## src/hw/rtl/vm_pkg.sv

```systemverilog
// Shared types and constants of the voltmeter core.
package vm_pkg;

	// Field and datapath widths
	localparam int V_W        = 22;
	localparam int CODE_W     = 16;
	localparam int OFS_W      = 25;
	localparam int GAIN_W     = 24;
	localparam int WINCFG_W   = 11;
	localparam int FUNC_W     = 2;
	localparam int CFG_IDX_W  = 2;
	localparam int CFG_DATA_W = 25;
	localparam int X_W        = 33;
	localparam int MA_W       = 33;
	localparam int MB_W       = 25;
	localparam int P_W        = 58;
	localparam int SH_W       = P_W - 32;
	localparam int SQ_W       = 43;
	localparam int TDATA_IN_W  = 16;
	localparam int TDATA_OUT_W = 72;

	typedef logic signed [V_W-1:0] volt_t;

	localparam volt_t V_MAX = 22'sh1FFFFF;
	localparam volt_t V_MIN = 22'sh200000;

	// Command codes carried in the input tuser
	typedef enum logic [FUNC_W-1:0] {
		FUNC_SAMPLE     = 2'd0,
		FUNC_CLR_MINMAX = 2'd1,
		FUNC_HOLD_SET   = 2'd2,
		FUNC_HOLD_CLR   = 2'd3
	} func_t;

	// Configuration register indexes
	typedef enum logic [CFG_IDX_W-1:0] {
		CFG_MODE   = 2'd0,
		CFG_WINDOW = 2'd1,
		CFG_OFFSET = 2'd2,
		CFG_GAIN   = 2'd3
	} cfg_idx_t;

	localparam logic MODE_DC = 1'b0;
	localparam logic MODE_AC = 1'b1;
	localparam logic KIND_DC = 1'b0;
	localparam logic KIND_AC = 1'b1;

	// Register values after reset
	localparam logic [WINCFG_W-1:0]    RST_WINDOW = 11'd100;
	localparam logic signed [OFS_W-1:0] RST_OFFSET = 25'sd9008225;
	localparam logic [GAIN_W-1:0]      RST_GAIN   = 24'd3653991;

	// Sequencer states
	typedef enum logic [8:0] {
		ST_IDLE = 9'b000000001,
		ST_MUL  = 9'b000000010,
		ST_SAT  = 9'b000000100,
		ST_SQR  = 9'b000001000,
		ST_ACC  = 9'b000010000,
		ST_DIV  = 9'b000100000,
		ST_SQRT = 9'b001000000,
		ST_RMS  = 9'b010000000,
		ST_EMIT = 9'b100000000
	} state_t;

endpackage

```

## src/hw/rtl/vm_cmpsub.sv

```systemverilog
// Shared compare and subtract unit for the divide and square root steps.
module vm_cmpsub #(
	parameter int W = 8
) (
	input  logic [W-1:0] a,
	input  logic [W-1:0] b,
	output logic         ge,
	output logic [W-1:0] diff
);

	logic borrow;

	// Subtract with one extra bit; no borrow means a >= b
	assign {borrow, diff} = {1'b0, a} - {1'b0, b};
	assign ge = ~borrow;

endmodule

```

## src/hw/rtl/voltmeter_rms_min_max_core.sv

```systemverilog
// Voltmeter core: code scaling, DC min/max, AC RMS over a window with its min/max.
// Steps: a command is done on acceptance. A DC sample passes MUL, SAT and EMIT to the output register.
// An AC sample inside the window passes MUL, SAT, SQR and ACC; the sample that closes the window
// then passes DIV, SQRT, RMS and EMIT, the shared compare-subtract unit doing one quotient bit,
// then one root bit, per cycle. Throughput: one item at a time.
// Reset: asynchronous, active low; registers take their defaults, measurement state and output valid clear.
module voltmeter_rms_min_max_core import vm_pkg::*; #(
	parameter int MAX_WINDOW = 1024
) (
	input  logic                   clk,
	input  logic                   arst_n,
	input  logic                   s_tvalid,
	output logic                   s_tready,
	input  logic [TDATA_IN_W-1:0]  s_tdata,   // adc_code[15:0]
	input  logic [FUNC_W-1:0]      s_tuser,   // func[1:0]
	output logic                   m_tvalid,
	input  logic                   m_tready,
	output logic [TDATA_OUT_W-1:0] m_tdata,   // reading[21:0], minimum[43:22], maximum[65:44], zeros
	output logic                   m_tuser,   // result_kind
	input  logic                   cfg_valid,
	output logic                   cfg_ready,
	input  logic [CFG_IDX_W-1:0]   cfg_index,
	input  logic [CFG_DATA_W-1:0]  cfg_data
);

	localparam int WIN_W = $clog2(MAX_WINDOW + 1);
	localparam int CMP_W = (WIN_W > WINCFG_W) ? WIN_W : WINCFG_W;
	localparam int SUM_W = SQ_W + $clog2(MAX_WINDOW);
	localparam int ROOT_W = (SUM_W + 1) / 2;
	localparam int DQ_W = 2 * ROOT_W;
	localparam int U_W = (WIN_W + 1 > ROOT_W + 2) ? WIN_W + 1 : ROOT_W + 2;
	localparam int IT_W = $clog2(DQ_W + 1);
	localparam int PAD_W = TDATA_OUT_W - 3 * V_W;

	state_t state_q;

	// Configuration registers
	logic                    mode_q;
	logic [WINCFG_W-1:0]     win_len_q;
	logic signed [OFS_W-1:0] ofs_q;
	logic [GAIN_W-1:0]       gain_q;

	// Measurement state
	logic [WIN_W-1:0] cnt_q;
	logic [SUM_W-1:0] sum_q;
	volt_t            last_v_q;
	volt_t            last_rms_q;
	volt_t            dc_min_q;
	volt_t            dc_max_q;
	volt_t            ac_min_q;
	volt_t            ac_max_q;
	logic             hold_q;

	// Datapath registers
	logic signed [X_W-1:0] x_q;
	logic signed [P_W-1:0] p_q;
	logic [DQ_W-1:0]       dq_q;
	logic [U_W-1:0]        rem_q;
	logic [ROOT_W-1:0]     root_q;
	logic [IT_W-1:0]       iter_q;
	logic                  kind_q;

	// Output register
	logic                   m_tvalid_q;
	logic [TDATA_OUT_W-1:0] m_tdata_q;
	logic                   m_tuser_q;

	logic s_acc;
	logic cfg_acc;
	func_t func;
	logic signed [X_W-1:0] x_in;

	logic [CMP_W-1:0] win_ext;
	logic [WIN_W-1:0] w_eff;

	logic signed [MA_W-1:0] ma;
	logic signed [MB_W-1:0] mb;
	logic signed [P_W-1:0]  prod;

	logic signed [SH_W-1:0] sh;
	logic                   v_over;
	logic                   v_under;
	volt_t                  v_sat;

	logic [SUM_W-1:0] sum_nx;
	logic [WIN_W-1:0] cnt_nx;

	logic [WIN_W:0]    div_sh;
	logic [ROOT_W+1:0] sqrt_sh;
	logic [ROOT_W+1:0] sqrt_trial;
	logic [U_W-1:0]    ua;
	logic [U_W-1:0]    ub;
	logic              u_ge;
	logic [U_W-1:0]    u_diff;

	volt_t rms;
	logic  out_free;

	assign s_tready  = (state_q == ST_IDLE);
	assign cfg_ready = (state_q == ST_IDLE);
	assign s_acc     = s_tvalid & s_tready;
	assign cfg_acc   = cfg_valid & cfg_ready;
	assign func      = func_t'(s_tuser);
	assign out_free  = ~m_tvalid_q | m_tready;

	assign m_tvalid = m_tvalid_q;
	assign m_tdata  = m_tdata_q;
	assign m_tuser  = m_tuser_q;

	// Scale the code to Q16 and add the offset
	assign x_in = {s_tdata[CODE_W-1], s_tdata, 16'h0000}
		+ {{(X_W - OFS_W){ofs_q[OFS_W-1]}}, ofs_q};

	// Clamp the window length to 1..MAX_WINDOW
	assign win_ext = CMP_W'(win_len_q);
	always_comb begin
		if (win_len_q == '0) begin
			w_eff = WIN_W'(1);
		end else if (win_ext > CMP_W'(MAX_WINDOW)) begin
			w_eff = WIN_W'(MAX_WINDOW);
		end else begin
			w_eff = win_ext[WIN_W-1:0];
		end
	end

	// Shared multiplier: gain scaling or squaring of the last voltage
	always_comb begin
		if (state_q == ST_SQR) begin
			ma = {{(MA_W - V_W){last_v_q[V_W-1]}}, last_v_q};
			mb = {{(MB_W - V_W){last_v_q[V_W-1]}}, last_v_q};
		end else begin
			ma = x_q;
			mb = {{(MB_W - GAIN_W){1'b0}}, gain_q};
		end
	end
	assign prod = P_W'(ma) * P_W'(mb);

	// Floor shift by 32, then saturate to 22 bits
	assign sh      = p_q[P_W-1:32];
	assign v_over  = ~sh[SH_W-1] & (sh[SH_W-2:V_W-1] != '0);
	assign v_under = sh[SH_W-1] & (sh[SH_W-2:V_W-1] != '1);
	always_comb begin
		if (v_over) begin
			v_sat = V_MAX;
		end else if (v_under) begin
			v_sat = V_MIN;
		end else begin
			v_sat = sh[V_W-1:0];
		end
	end

	assign sum_nx = sum_q + SUM_W'(p_q[SQ_W-1:0]);
	assign cnt_nx = cnt_q + WIN_W'(1);

	// Operands of the shared unit: divide step or root step
	assign div_sh     = {rem_q[WIN_W-1:0], dq_q[DQ_W-1]};
	assign sqrt_sh    = {rem_q[ROOT_W-1:0], dq_q[DQ_W-1:DQ_W-2]};
	assign sqrt_trial = {root_q, 2'b01};
	always_comb begin
		if (state_q == ST_DIV) begin
			ua = U_W'(div_sh);
			ub = U_W'(w_eff);
		end else begin
			ua = U_W'(sqrt_sh);
			ub = U_W'(sqrt_trial);
		end
	end

	vm_cmpsub #(
		.W (U_W)
	) u_cmpsub (
		.a    (ua),
		.b    (ub),
		.ge   (u_ge),
		.diff (u_diff)
	);

	// Saturate the root to the reading range
	always_comb begin
		if (root_q[ROOT_W-1:V_W-1] != '0) begin
			rms = V_MAX;
		end else begin
			rms = volt_t'({1'b0, root_q[V_W-2:0]});
		end
	end

	// Sequencer, configuration and measurement state
	always_ff @(posedge clk or negedge arst_n) begin
		if (!arst_n) begin
			state_q    <= ST_IDLE;
			mode_q     <= MODE_DC;
			win_len_q  <= RST_WINDOW;
			ofs_q      <= RST_OFFSET;
			gain_q     <= RST_GAIN;
			cnt_q      <= '0;
			sum_q      <= '0;
			last_v_q   <= '0;
			last_rms_q <= '0;
			dc_min_q   <= '0;
			dc_max_q   <= '0;
			ac_min_q   <= '0;
			ac_max_q   <= '0;
			hold_q     <= 1'b0;
			m_tvalid_q <= 1'b0;
		end else begin
			// Drop the output once taken, unless a new item replaces it
			if (m_tvalid_q && m_tready && state_q != ST_EMIT) begin
				m_tvalid_q <= 1'b0;
			end

			case (state_q)
				ST_IDLE: begin
					if (s_acc) begin
						case (func)
							FUNC_CLR_MINMAX: begin
								dc_min_q <= last_v_q;
								dc_max_q <= last_v_q;
								ac_min_q <= last_rms_q;
								ac_max_q <= last_rms_q;
							end
							FUNC_HOLD_SET: hold_q <= 1'b1;
							FUNC_HOLD_CLR: hold_q <= 1'b0;
							default: begin
								if (!hold_q) begin
									state_q <= ST_MUL;
								end
							end
						endcase
					end
				end
				ST_MUL: state_q <= ST_SAT;
				ST_SAT: begin
					last_v_q <= v_sat;
					if (mode_q == MODE_DC) begin
						if (v_sat > dc_max_q) begin
							dc_max_q <= v_sat;
						end
						if (v_sat < dc_min_q) begin
							dc_min_q <= v_sat;
						end
						state_q <= ST_EMIT;
					end else begin
						state_q <= ST_SQR;
					end
				end
				ST_SQR: state_q <= ST_ACC;
				ST_ACC: begin
					if (cnt_nx >= w_eff) begin
						cnt_q   <= '0;
						sum_q   <= '0;
						state_q <= ST_DIV;
					end else begin
						cnt_q   <= cnt_nx;
						sum_q   <= sum_nx;
						state_q <= ST_IDLE;
					end
				end
				ST_DIV: begin
					if (iter_q == IT_W'(1)) begin
						state_q <= ST_SQRT;
					end
				end
				ST_SQRT: begin
					if (iter_q == IT_W'(1)) begin
						state_q <= ST_RMS;
					end
				end
				ST_RMS: begin
					last_rms_q <= rms;
					if (rms > ac_max_q) begin
						ac_max_q <= rms;
					end
					if (rms < ac_min_q) begin
						ac_min_q <= rms;
					end
					state_q <= ST_EMIT;
				end
				ST_EMIT: begin
					if (out_free) begin
						m_tvalid_q <= 1'b1;
						state_q    <= ST_IDLE;
					end
				end
				default: state_q <= ST_IDLE;
			endcase

			// Register writes; mode and window restart the window
			if (cfg_acc) begin
				case (cfg_idx_t'(cfg_index))
					CFG_MODE: begin
						mode_q <= cfg_data[0];
						cnt_q  <= '0;
						sum_q  <= '0;
					end
					CFG_WINDOW: begin
						win_len_q <= cfg_data[WINCFG_W-1:0];
						cnt_q     <= '0;
						sum_q     <= '0;
					end
					CFG_OFFSET: ofs_q <= cfg_data[OFS_W-1:0];
					CFG_GAIN: gain_q <= cfg_data[GAIN_W-1:0];
					default: ;
				endcase
			end
		end
	end

	// Datapath registers
	always_ff @(posedge clk) begin
		case (state_q)
			ST_IDLE: begin
				x_q <= x_in;
			end
			ST_MUL, ST_SQR: begin
				p_q <= prod;
			end
			ST_SAT: begin
				kind_q <= KIND_DC;
			end
			ST_ACC: begin
				dq_q   <= DQ_W'(sum_nx);
				rem_q  <= '0;
				iter_q <= IT_W'(DQ_W);
			end
			ST_DIV: begin
				// One quotient bit per cycle
				dq_q <= {dq_q[DQ_W-2:0], u_ge};
				if (iter_q == IT_W'(1)) begin
					rem_q  <= '0;
					root_q <= '0;
					iter_q <= IT_W'(ROOT_W);
				end else begin
					rem_q  <= u_ge ? u_diff : ua;
					iter_q <= iter_q - IT_W'(1);
				end
			end
			ST_SQRT: begin
				// One root bit per cycle
				rem_q  <= u_ge ? u_diff : ua;
				root_q <= {root_q[ROOT_W-2:0], u_ge};
				dq_q   <= {dq_q[DQ_W-3:0], 2'b00};
				iter_q <= iter_q - IT_W'(1);
			end
			ST_RMS: begin
				kind_q <= KIND_AC;
			end
			ST_EMIT: begin
				if (out_free) begin
					m_tuser_q <= kind_q;
					if (kind_q == KIND_AC) begin
						m_tdata_q <= {{PAD_W{1'b0}}, ac_max_q, ac_min_q, last_rms_q};
					end else begin
						m_tdata_q <= {{PAD_W{1'b0}}, dc_max_q, dc_min_q, last_v_q};
					end
				end
			end
			default: ;
		endcase
	end

	// The open window never reaches its length
	ap_cnt_in_window: assert property (@(posedge clk) disable iff (!arst_n)
		cnt_q < w_eff)
		else $error("sample count reached window length");

	// Division remainder stays below the divisor
	ap_div_rem: assert property (@(posedge clk) disable iff (!arst_n)
		(state_q == ST_DIV) |-> (rem_q < U_W'(w_eff)))
		else $error("division remainder out of range");

	// Minimum never passes maximum, and the AC minimum is never negative
	ap_min_max_order: assert property (@(posedge clk) disable iff (!arst_n)
		(dc_min_q <= dc_max_q) && (ac_min_q <= ac_max_q) && !ac_min_q[V_W-1])
		else $error("min/max order broken");

	// A finished result reaches the output register and the block returns to idle
	ap_emit: assert property (@(posedge clk) disable iff (!arst_n)
		(state_q == ST_EMIT && out_free) |=> (m_tvalid_q && state_q == ST_IDLE))
		else $error("result not delivered to output register");

endmodule

```

## config.mk

```make
export PLATFORM = sky130hd
export DESIGN_NAME = voltmeter_rms_min_max_core
export DESIGN_NICKNAME = d
export VERILOG_FILES = /design/src/hw/rtl/vm_pkg.sv /design/src/hw/rtl/vm_cmpsub.sv /design/src/hw/rtl/voltmeter_rms_min_max_core.sv
export SDC_FILE = /design/constraint.sdc
export NUM_CORES = 2
export LEC_CHECK = 0
export ABC_AREA = 1
export BUFFER_PORTS_ARGS = -buffer_cell sky130_fd_sc_hd__buf_2
export CAP_MARGIN = 15
export CORE_AREA = 2 2 304 306
export DETAILED_ROUTE_END_ITERATION = 12
export DIE_AREA = 0 0 306 308
export PLACE_DENSITY = 0.84
export SLEW_MARGIN = 10
export SYNTH_ARGS = -nofsm -noshare
export SYNTH_HDL_FRONTEND = slang
export SYNTH_SLANG_ARGS = --single-unit
```

## constraint.sdc

```tcl
create_clock -name clk -period 10.4 [get_ports clk]
set_input_delay 1.56 -clock clk [delete_from_list [all_inputs] [get_ports clk]]
set_output_delay 1.56 -clock clk [all_outputs]
set_load 0.05 [all_outputs]
```

==> summary.md <==
| Metric | Value |
|---|---|
| Worst endpoint required time | `10,830 ps` |
| DP Wirelength | `155,000 um` |
| Max cap viols | `0` |
| CTS Hold Bufs | `0` |
| Die height | `308 um` |
| Most frequent CP cell | `fa_1` |
| Final WL | `193,000 um` |
| Largest net degree at the start of global routing | `115` |
| Crit-path leading delay family | `adder cells` |
| Endpoints failing hold | `0` |
| Final setup fails | `0` |
| DRC Markers | `0` |
| Setup CP Type | `reg2reg` |
| Post-synthesis sequential area ratio | `0.249` |
| Post-route non-filler standard cell count | `8,440` |
| R2R Setup Slk | `1070 ps` |
| Tot GR Track Use | `0.419` |
| Routed vias/inst | `5.95` |
| Cell Area, Placed | `61,400 um2` |
| Grt peak-use layer | `met2` |
| Critical Path Slowest Stage Cell | `inv_1` |
| Number of DRC markers in iteration 0 | `5,423` |
| Critical path launch point type | `register` |
| CP startpoint | `state_q[7]` |
| FMAX | `0.107 GHz` |
| Total congestion overflow | `0` |
| Setup TNS | `0 ps` |
| Routed wire length per instance | `22.8 um` |
| Slew Limit Fails | `0` |
| Post-cts sizing count | `0` |
| Syn. warnings | `0` |
| RePlAce Congestion | `1.02` |
| RSZ-0062 raised after global routing | `false` |
| Worst Clk Skew | `46.1 ps` |
| Cells after Synth | `7,184` |
| Asr flop ratio synth | `0.493` |
| Worst-path clk slew | `70 ps` |
| Most frequent cells in the layout | `1,571 x nand2_1, 1,356 x inv_1, 845 x fa_1` |
| Final critical-path required period | `9330 ps` |
| First-pass GRT wire length | `297,000 um` |
| Antenna Nets Post-Route | `0` |
| I/O Buffers | `119` |
| Critical Path Fanout Max | `30` |
| Final net count | `8,442` |
| WP buf/inv | `7` |
| CTS max path bufs | `3` |
| # placed instances | `8,331` |
| Hold WC Path Type | `reg2reg` |
| Worst skew pair latency | `670 ps` |
| Synth cell types | `62` |
| Total core area | `91,000 um2` |
| Vias in the first global route | `51,200` |
| Worst Setup End Kind | `register` |
| Area growth syn-to-layout | `6.11%` |
| Post-synth EDFFs | `273` |
| Worst Hold Launch | `ofs_q[15]` |
| Synthesized area | `59,700 um2` |
| Chip width | `306 um` |
| Worst slew pin tran | `1180 ps` |
| Post-route cell area | `63,400 um2` |
| Fraction of layout cells with a size suffix above 1 | `0.0568` |
| Ports | `126` |
| CTS Sinks | `538` |
| Mean Syn Cell Area | `8.32 um2` |
| FP Rows | `111` |
| Die area | `94,200 um2` |
| Root Buffer | `clkbuf_16` |
| Register bit total from synthesis | `538` |
| Commonest register cell after synthesis | `edfxtp_1` |
| Slew margin rel. | `0.209` |
| Grt met3 use | `0.0979` |
| Num CTS Buffers | `57` |
| Crit-path max cell delay | `810 ps` |
| Status | `finished clean` |
| Grt met2 use | `0.670` |
| Initial antenna violation count | `5` |
| Commonest non-fill, non-tap cell in the layout | `nand2_1` |
| CTS tree | `yes` |
| DR vias | `50,200` |
| Final Cycle Share | `0.897` |
| R2r startpoint | `state_q[7]` |
| Setup Fix Bufs, Post-CTS | `0` |
| Initial Util | `0.657` |
| Initial DRT Pass Iterations | `9` |
| Met1 usage | `0.528` |
| Crit path DAT | `9760 ps` |
| H-tree levels | `2` |
[registers in the layout, summed over array words and instances (netlist names), 24 cells and up]
register  cells
gain_q       24
x_q          33
sum_q        53
root_q       27
m_tdata      66
ofs_q        25
dq_q         54
rem_q        27
p_q          58
[final cells by class]
| class | count | area (um2) |
|---|---|---|
| antenna | 1 | 2.50 |
| sequential | 538 | 14900 |
| timing repair buffer | 207 | 1280 |
| clock inverter | 34 | 405 |
| fill | 7278 | 27600 |
| tap | 1186 | 1480 |
| clock buffer | 74 | 1560 |
| multi-input combinational | 5017 | 38600 |
| inverter | 1383 | 5190 |
[kinds of logic after synthesis]
kind of cell	share of synthesized area
adders and majority gates	0.355
DFF	0.249
buffers and inverters	0.108
and+or+nand+nor	0.193
AOI/OAI and AO/OA	0.0755
muxes	0.000545
xor gates and xnor gates	0.0185
other	0.000126
[per-layer routing]
layer | routed length (um) | vias to the layer above
met4 | 13900 | 2
met3 | 20500 | 690
met5 | 13 | -
met1 | 70400 | 24400
li1 | - | 22200
met2 | 88000 | 2907
[Yosys cell counts, drive strengths merged, types with 38 or more instances]
cell | instances | area [um2]
a21oi | 311 | 1580
buf | 188 | 987
clkbuf | 73 | 277
dfrtp | 238 | 5960
edfxtp | 273 | 8200
fa | 845 | 16900
ha | 343 | 4290
inv | 1380 | 5180
nand2 | 1578 | 5940
nand3 | 306 | 1540
nand4 | 48 | 300
nor2 | 832 | 3150
nor3 | 49 | 262
o21ai | 367 | 1910
o21bai | 40 | 300
xnor2 | 38 | 333
xor2 | 88 | 771
[worst paths after layout]
kind                                 to  depth (start not counted)
setup / recovery                p_q[31]                         30
hold / removal                  x_q[15]                          0
setup reg to reg                p_q[31]                         30
hold reg to reg                 x_q[15]                          0
max in group asynchronous     sum_q[31]                          3
min in group asynchronous  ac_max_q[19]                          1
[worst register-to-register path: cells and delay by family, from the launching register on]
family | cells | cell delay, ps
buffers and inverters | 7 | 1970
xor gates and xnor gates | 1 | 360
adders and majority gates | 8 | 3730
and+or+nand+nor | 11 | 1960
AOI/OAI and AO/OA | 3 | 700
DFF | 1 | 420
[through the flow]
step           hold slack, ps   util  worst slack (ps)
6_report                  454  0.697              1070
5_1_grt                   461  0.697               882
4_1_cts                   450  0.697              1310
3_5_place_dp              438  0.675              1310
3_3_place_gp              430  0.675              1340
2_1_floorplan             425      -              2820
Power is not shown: default switching activity piles up to over one toggle a cycle in this logic, so the estimate is an artifact.
